$ cat config.mk
export PLATFORM = sky130hd
export DESIGN_NAME = color_sensor_classifier_unit
export DESIGN_NICKNAME = d
export VERILOG_FILES = /design/src/rtl/csc_pkg.sv /design/src/rtl/color_sensor_classifier_unit.sv
export SDC_FILE = /design/constraint.sdc
export NUM_CORES = 1
export LEC_CHECK = 0
export BUFFER_PORTS_ARGS = -buffer_cell sky130_fd_sc_hd__buf_2
export CAP_MARGIN = 10
export CORE_MARGIN = 2
export CORE_UTILIZATION = 35
export DETAILED_ROUTE_END_ITERATION = 6
export PLACE_DENSITY = 0.62
export SLEW_MARGIN = 20
export SYNTH_ARGS = -nofsm -noshare
export SYNTH_HDL_FRONTEND = slang
export SYNTH_SLANG_ARGS = --single-unit
$ cat constraint.sdc
create_clock -name clk_i -period 4.3 [get_ports clk_i]
set_input_delay 0.43 -clock clk_i [delete_from_list [all_inputs] [get_ports clk_i]]
set_output_delay 0.43 -clock clk_i [all_outputs]
set_load 0.02 [all_outputs]
$ cat src/rtl/csc_pkg.sv
// Package with the filter, color and register codes of the color sensor classifier.
`timescale 1ns / 1ps
`default_nettype none

package csc_pkg;

  typedef logic [1:0] filter_t;
  typedef logic [1:0] color_t;

  localparam filter_t SelClear = 2'd0;
  localparam filter_t SelGreen = 2'd1;
  localparam filter_t SelRed   = 2'd2;
  localparam filter_t SelBlue  = 2'd3;

  localparam color_t ColorWhite = 2'd0;
  localparam color_t ColorRed   = 2'd1;
  localparam color_t ColorGreen = 2'd2;
  localparam color_t ColorBlue  = 2'd3;

  localparam int ThreshW  = 16;
  localparam int RunW     = 4;
  localparam int CfgIdxW  = 1;
  localparam int CfgDataW = 16;

  localparam logic [CfgIdxW-1:0] RegWhiteThreshold = 1'd0;
  localparam logic [CfgIdxW-1:0] RegStableRuns     = 1'd1;

  localparam logic [ThreshW-1:0] WhiteThresholdReset = 16'd100;
  localparam logic [RunW-1:0]    StableRunsReset     = 4'd5;
  localparam logic [RunW-1:0]    RunMax              = 4'd15;

endpackage

`default_nettype wire

$ cat src/rtl/color_sensor_classifier_unit.sv
// Color sensor classifier: filter sequencer, color classification and debounce.
//
// The input channel carries one period count per transaction, measured under
// the filter that the previous result selected. The filters step through
// clear, green, red and blue; the blue reading completes a round, classifies
// the color and runs the debounce that drives verified_color_o.
// Every accepted transaction gives exactly one result transaction with the
// select lines for the next filter, the classified flag, the raw color of the
// round and the debounced color.
// A transaction is accepted into an input register and its result is loaded
// from there into the output register. One transaction per cycle is sustained
// while the receiver does not stall; the path from input register to output
// register is four count compares and a 4-bit counter.
// When the receiver stalls, the output register holds its result and the
// input register still takes one transaction; in_stall_o rises only while both
// are full. Reset clears the counts and the debounce state, selects the clear
// filter and loads the register reset values. Configuration writes are taken
// at any edge with cfg_we_i high.
`timescale 1ns / 1ps
`default_nettype none

module color_sensor_classifier_unit #(
  parameter int SAMPLE_BITS = 16
) (
  input  wire logic                            clk_i,
  input  wire logic                            rst_ni,
  input  wire logic                            cfg_we_i,
  input  wire logic [csc_pkg::CfgIdxW-1:0]     cfg_idx_i,
  input  wire logic [csc_pkg::CfgDataW-1:0]    cfg_data_i,
  input  wire logic                            in_valid_i,
  output logic                                 in_stall_o,
  input  wire logic [SAMPLE_BITS-1:0]          sample_count_i,
  output logic                                 out_valid_o,
  input  wire logic                            out_stall_i,
  output logic                                 select_s2_o,
  output logic                                 select_s3_o,
  output logic                                 classified_o,
  output csc_pkg::color_t                      raw_color_o,
  output csc_pkg::color_t                      verified_color_o
);
  import csc_pkg::*;

  localparam int CmpW = (SAMPLE_BITS > ThreshW) ? SAMPLE_BITS : ThreshW;

  logic [ThreshW-1:0]     white_threshold_q;
  logic [RunW-1:0]        stable_runs_q;

  logic                   in_valid_q;
  logic [SAMPLE_BITS-1:0] sample_q;

  filter_t                filter_sel_q, filter_sel_d;
  logic [SAMPLE_BITS-1:0] clear_cnt_q, green_cnt_q, red_cnt_q;
  color_t                 candidate_q, candidate_d;
  logic [RunW-1:0]        run_length_q, run_length_d;
  color_t                 stable_color_q, stable_color_d;

  logic                   out_valid_q;
  logic                   s2_q, s3_q, classified_q;
  color_t                 raw_q;

  logic                   advance;
  logic                   step;
  logic                   is_blue;
  color_t                 raw_d;
  logic                   s2_d, s3_d;

  assign advance    = !out_valid_q || !out_stall_i;
  assign step       = in_valid_q && advance;
  assign in_stall_o = in_valid_q && !advance;
  assign is_blue    = (filter_sel_q == SelBlue);

  always_ff @(posedge clk_i or negedge rst_ni) begin
    if (!rst_ni) begin
      white_threshold_q <= WhiteThresholdReset;
      stable_runs_q     <= StableRunsReset;
    end else if (cfg_we_i) begin
      unique case (cfg_idx_i)
        RegWhiteThreshold: white_threshold_q <= cfg_data_i[ThreshW-1:0];
        RegStableRuns:     stable_runs_q     <= cfg_data_i[RunW-1:0];
        default:           stable_runs_q     <= stable_runs_q;
      endcase
    end
  end

  always_ff @(posedge clk_i or negedge rst_ni) begin
    if (!rst_ni) begin
      in_valid_q <= 1'b0;
    end else if (!in_stall_o) begin
      in_valid_q <= in_valid_i;
    end
  end

  always_ff @(posedge clk_i) begin
    if (!in_stall_o && in_valid_i) begin
      sample_q <= sample_count_i;
    end
  end

  always_comb begin
    raw_d          = ColorWhite;
    candidate_d    = candidate_q;
    run_length_d   = run_length_q;
    stable_color_d = stable_color_q;
    if (is_blue) begin
      if (CmpW'(clear_cnt_q) > CmpW'(white_threshold_q)) begin
        raw_d = ColorWhite;
      end else if (red_cnt_q > sample_q && red_cnt_q > green_cnt_q) begin
        raw_d = ColorRed;
      end else if (green_cnt_q >= sample_q) begin
        raw_d = ColorGreen;
      end else begin
        raw_d = ColorBlue;
      end
      if (raw_d == candidate_q) begin
        if (run_length_q >= stable_runs_q) begin
          stable_color_d = raw_d;
        end else if (run_length_q < RunMax) begin
          run_length_d = run_length_q + RunW'(1);
        end
      end else begin
        candidate_d  = raw_d;
        run_length_d = RunW'(1);
      end
    end
    filter_sel_d = filter_sel_q + filter_t'(1);
    s2_d = (filter_sel_d == SelClear) || (filter_sel_d == SelGreen);
    s3_d = (filter_sel_d == SelGreen) || (filter_sel_d == SelBlue);
  end

  always_ff @(posedge clk_i or negedge rst_ni) begin
    if (!rst_ni) begin
      filter_sel_q   <= SelClear;
      clear_cnt_q    <= '0;
      green_cnt_q    <= '0;
      red_cnt_q      <= '0;
      candidate_q    <= ColorWhite;
      run_length_q   <= '0;
      stable_color_q <= ColorWhite;
    end else if (step) begin
      filter_sel_q   <= filter_sel_d;
      candidate_q    <= candidate_d;
      run_length_q   <= run_length_d;
      stable_color_q <= stable_color_d;
      unique case (filter_sel_q)
        SelClear: clear_cnt_q <= sample_q;
        SelGreen: green_cnt_q <= sample_q;
        SelRed:   red_cnt_q   <= sample_q;
        SelBlue:  red_cnt_q   <= red_cnt_q;
        default:  red_cnt_q   <= red_cnt_q;
      endcase
    end
  end

  always_ff @(posedge clk_i or negedge rst_ni) begin
    if (!rst_ni) begin
      out_valid_q <= 1'b0;
    end else if (advance) begin
      out_valid_q <= in_valid_q;
    end
  end

  always_ff @(posedge clk_i) begin
    if (step) begin
      s2_q         <= s2_d;
      s3_q         <= s3_d;
      classified_q <= is_blue;
      raw_q        <= raw_d;
    end
  end

  assign out_valid_o      = out_valid_q;
  assign select_s2_o      = s2_q;
  assign select_s3_o      = s3_q;
  assign classified_o     = classified_q;
  assign raw_color_o      = raw_q;
  assign verified_color_o = stable_color_q;

  a_round_ends_on_clear: assert property (@(posedge clk_i) disable iff (!rst_ni)
    (out_valid_o && classified_o) |-> (select_s2_o && !select_s3_o))
    else $error("classified result does not select the clear filter");

  a_verified_changes_on_blue: assert property (@(posedge clk_i) disable iff (!rst_ni)
    (stable_color_q != $past(stable_color_q)) |->
      $past(step && filter_sel_q == SelBlue))
    else $error("verified color changed outside a classification");

  a_stall_needs_full_pipe: assert property (@(posedge clk_i) disable iff (!rst_ni)
    in_stall_o |-> (in_valid_q && out_valid_q))
    else $error("input stalled while a stage is free");

  a_raw_zero_when_unclassified: assert property (@(posedge clk_i) disable iff (!rst_ni)
    (out_valid_o && !classified_o) |-> (raw_color_o == ColorWhite))
    else $error("raw color set without a classification");

endmodule

`default_nettype wire

==> flow_summary_export.csv <==
group,metric,value,unit
yosys,synth_top_area_cell,"dfrtp_1",
worst_setup_path,cp.required,4.52,ns
clock_tree,cts_max_path_buffers,2,
global_routing,grt_pass1_wl,18100,microns
timing,setup-tns-final,0,ns
pwr,combinationalPowerShare,40.1,%
place,place.gp.congestion,0.849,
timing,clock-skew-final,0.00689,ns
detailed_routing,vias_per_cell,4.96,
timing,slew_headroom,32.7,%
pwr,p_total,3.70,mW
yosys,synth_edf_count,21,
pwr,power_switching_share,37.1,%
worst_setup_path,reg2reg_from,"green_cnt_q[7]$_DFFE_PN0P_",
die,num_rows,45,
worst_setup_path,crit_type,"register to register",
worst_setup_path,r2r_slack,1.32,ns
run,maxCapViolCount,0,
worst_setup_path,worst_setup_path_start_kind,"register",
clock_tree,clk_latency,0.35,ns
yosys,synth.area.top_cells,"dfrtp_1 35%, ha_1 17%, edfxtp_1 12%, o21ai_0 6.4%, nand2_1 5.8%",
detailed_routing,drt-pass1-iter-count,4,
worst_setup_path,critical_path.cell_chain,"inv_1, ha_1, nand2_1, or4_1, o221a_1, a211o_1, mux2_4, o31a_1, a2bb2oi_1",
worst_setup_path,path_max_fanout,7,
clock_tree,cts_tree,"built",
pwr,p_clk_share,19.4,%
pwr,powerDensity,606,nW/um^2
yosys,synth.most_common_cell,"nand2_1",
yosys,ys_top_cells_by_count,"83 x nand2_1, 75 x dfrtp_1, 74 x ha_1",
run_status,status,"completed",
yosys,syn_area,5420,sq um
timing,finalHoldViolations,0,
layout,final_nets,690,
yosys,ys_types,52,
worst_setup_path,cp.arrival,3.19,ns
pwr,peakVddDrop,0.234,mV
detailed_routing,wl_per_cell,13.6,microns
worst_setup_path,r2r-end,"run_length_q[0]$_DFFE_PN0P_",
global_routing,grt_overflow_total,0,
layout,antenna_cells,0,
yosys,synth-async-reset-ratio,79.2,%
timing,setup_viol,0,
worst_setup_path,end_kind,"register",
global_routing,grt_use_total,13.8,%
die,start_util,35.8,%
layout,drive_gt1_share,13.2,%
worst_setup_path,cp_slowest_cell,"or4_1",
global_routing,met2_usage,21.4,%
global_routing,grt_pass1_vias,3771,
die,die_y,128,microns
die,dieWidth,128,microns
yosys,syn_nets,646,
clock_tree,cts_num_sinks,101,
yosys,ys_ff_latch,101,
min_path,hp-class,"input port to async pin",
timing,fin_crit,2.98,ns
timing,rsz0062_at_grt,"no",
worst_setup_path,slowest_delay,0.55,ns
clock_tree,clkTransAtPathRegs,0.06,ns
global_routing,use_met1,18.8,%
global_routing,grtUsageMet3,4.07,%
detailed_routing,drtAntennaViolNets,0,
clock_tree,postCtsSetupBuffers,0,
worst_setup_path,startpoint,"green_cnt_q[7]$_DFFE_PN0P_",
yosys,synth_seq_area_share,48.7,%
yosys,yosysTopAreaCellShare,34.7,%
pwr,p_leak,2.95,nW
clock_tree,cts_root_buf,"clkbuf_16",
timing,worst_pin_slew,1.00,ns
yosys,syn_inst,534,
detailed_routing,routed_wl,10500,microns
pwr,p_switching,1.37,mW
timing,maxSlewViolCount,0,
die,dieArea,16500,sq um
pwr,pwr-share-seq,40.4,%
die,core_area,15100,sq um
global_routing,antenna_found_initial,0,
clock_tree,cts-buffers-inserted,9,
place,io_buffers,46,
yosys,synth_warnings,0,
place,post-dp-hpwl,8060,microns
timing,fmax,336,MHz
global_routing,grt-busiest-layer,"met2",
die,pin_count,47,
layout,areaGrowthSynthToFinish,12.6,%
timing,period_share,69.2,%
pwr,p_int,2.32,mW
worst_setup_path,r2r_cells,9,
yosys,synth_top_flop_cell,"dfrtp_1",
yosys,avgSynthCellArea,10.1,sq um
detailed_routing,vias,3823,
clock_tree,cts-htree-levels,3,
global_routing,grt_max_degree,81,
clock_tree,cts_resized,0,
detailed_routing,drt_iter0_markers,226,
detailed_routing,post-route-drc-count,0,
clock_tree,hold_buffers,0,
## flip-flops by register name (all words and copies together), names as in the netlist
| name | flops |
|---|---|
| candidate_q | 2 |
| classified_o | 1 |
| clear_cnt_q | 16 |
| filter_sel_q | 2 |
| green_cnt_q | 16 |
| in_valid_q | 1 |
| out_valid_o | 1 |
| raw_color_o | 2 |
| red_cnt_q | 16 |
| run_length_q | 4 |
| sample_q | 16 |
| select_s2_o | 1 |
| select_s3_o | 1 |
| stable_runs_q | 4 |
| verified_color_o | 2 |
| white_threshold_q | 16 |
## stage by stage
stage	cells	instance area [sq um]	hold slack, ns	setup slack, ns	utilization (%)
global placement	755	5840	0.457	1.41	38.5
finish	771	6100	0.122	1.32	40.2
CTS	771	6090	0.239	1.33	40.2
detailed placement	755	5840	0.469	1.36	38.5
floorplan	534	5420	0.134	1.55	-
global route	771	6100	0.184	1.01	40.2
## cells in the final DEF (no fill, tap or decap), drive strengths merged, types with 2 or more instances in the layout
cell / instances
and3: 5
dfstp: 5
a21boi: 3
o2bb2ai: 2
o311ai: 2
edfxtp: 21
and2: 3
o21ai: 70
a2111oi: 2
nand4: 8
ha: 74
o21a: 3
nand3: 9
and4: 2
inv: 60
buf: 46
nor2: 8
a211o: 3
clkinv: 3
o31ai: 3
a21o: 9
nor2b: 4
or2: 3
dfrtp: 75
nor4: 2
nand2b: 5
nand2: 83
nor3: 2
mux2: 10
o2111ai: 2
a31oi: 2
a21oi: 25
o211ai: 3
clkbuf: 13
## worst max-delay path: cells and delay by family, from the launching register on
kind,cells,cell delay [ns]
AOI/OAI and AO/OA,4,1.15
and+or+nand+nor,2,0.63
buffers and inverters,1,0.05
muxes,1,0.36
adders and majority gates,1,0.29
DFF,1,0.37
## final cells by class
class / instances / area (sq um)
tap: 188 / 235
fill: 1472 / 9050
clock buffer: 13 / 240
clock inverter: 3 / 15.0
inverter: 60 / 225
timing repair buffer: 46 / 236
sequential: 101 / 2640
multi-input combinational: 360 / 2500
## per-layer routing
layer | share of wire, % | wire, microns
met1 | 50 | 5240
met2 | 43 | 4530
met3 | 5.5 | 579
met4 | 1.5 | 153
met5 | 0 | 0
## worst max-delay path by stage
stage	slack (ns)	end	depth (start not counted)
after floorplan	1.55	run_length_q[0]$_DFFE_PN0P_	9
after global placement	1.41	run_length_q[0]$_DFFE_PN0P_	9
after detailed placement	1.36	run_length_q[0]$_DFFE_PN0P_	8
after CTS	1.33	run_length_q[0]$_DFFE_PN0P_	8
after global routing	1.01	run_length_q[0]$_DFFE_PN0P_	9
final	1.32	run_length_q[0]$_DFFE_PN0P_	9
## cells by family (layout without fill, tap and decap cells)
logic type               count (synthesis)  count (layout)  share of synthesized area, %
AO/OA/AOI/OAI                          138             138                          15.2
AND/OR/NAND/NOR                        137             137                          11.6
flip-flops                             101             101                          48.7
adder cells (fa/ha/maj)                 74              74                          17.1
buffers and inverters                   73             122                          5.06
multiplexers                            10              10                          2.15
XOR/XNOR                                 1               1                         0.162
## power by group through the flow
stage | logic, mW | clock network, mW | registers (mW)
floorplan | 1.12 | 0 | 1.47
global placement | 1.42 | 0 | 1.50
detailed placement | 1.48 | 0 | 1.52
CTS | 1.49 | 0.741 | 1.50
global route | 1.75 | 0.779 | 1.54
finish | 1.48 | 0.718 | 1.50
Power figures use the tool's default switching activity.
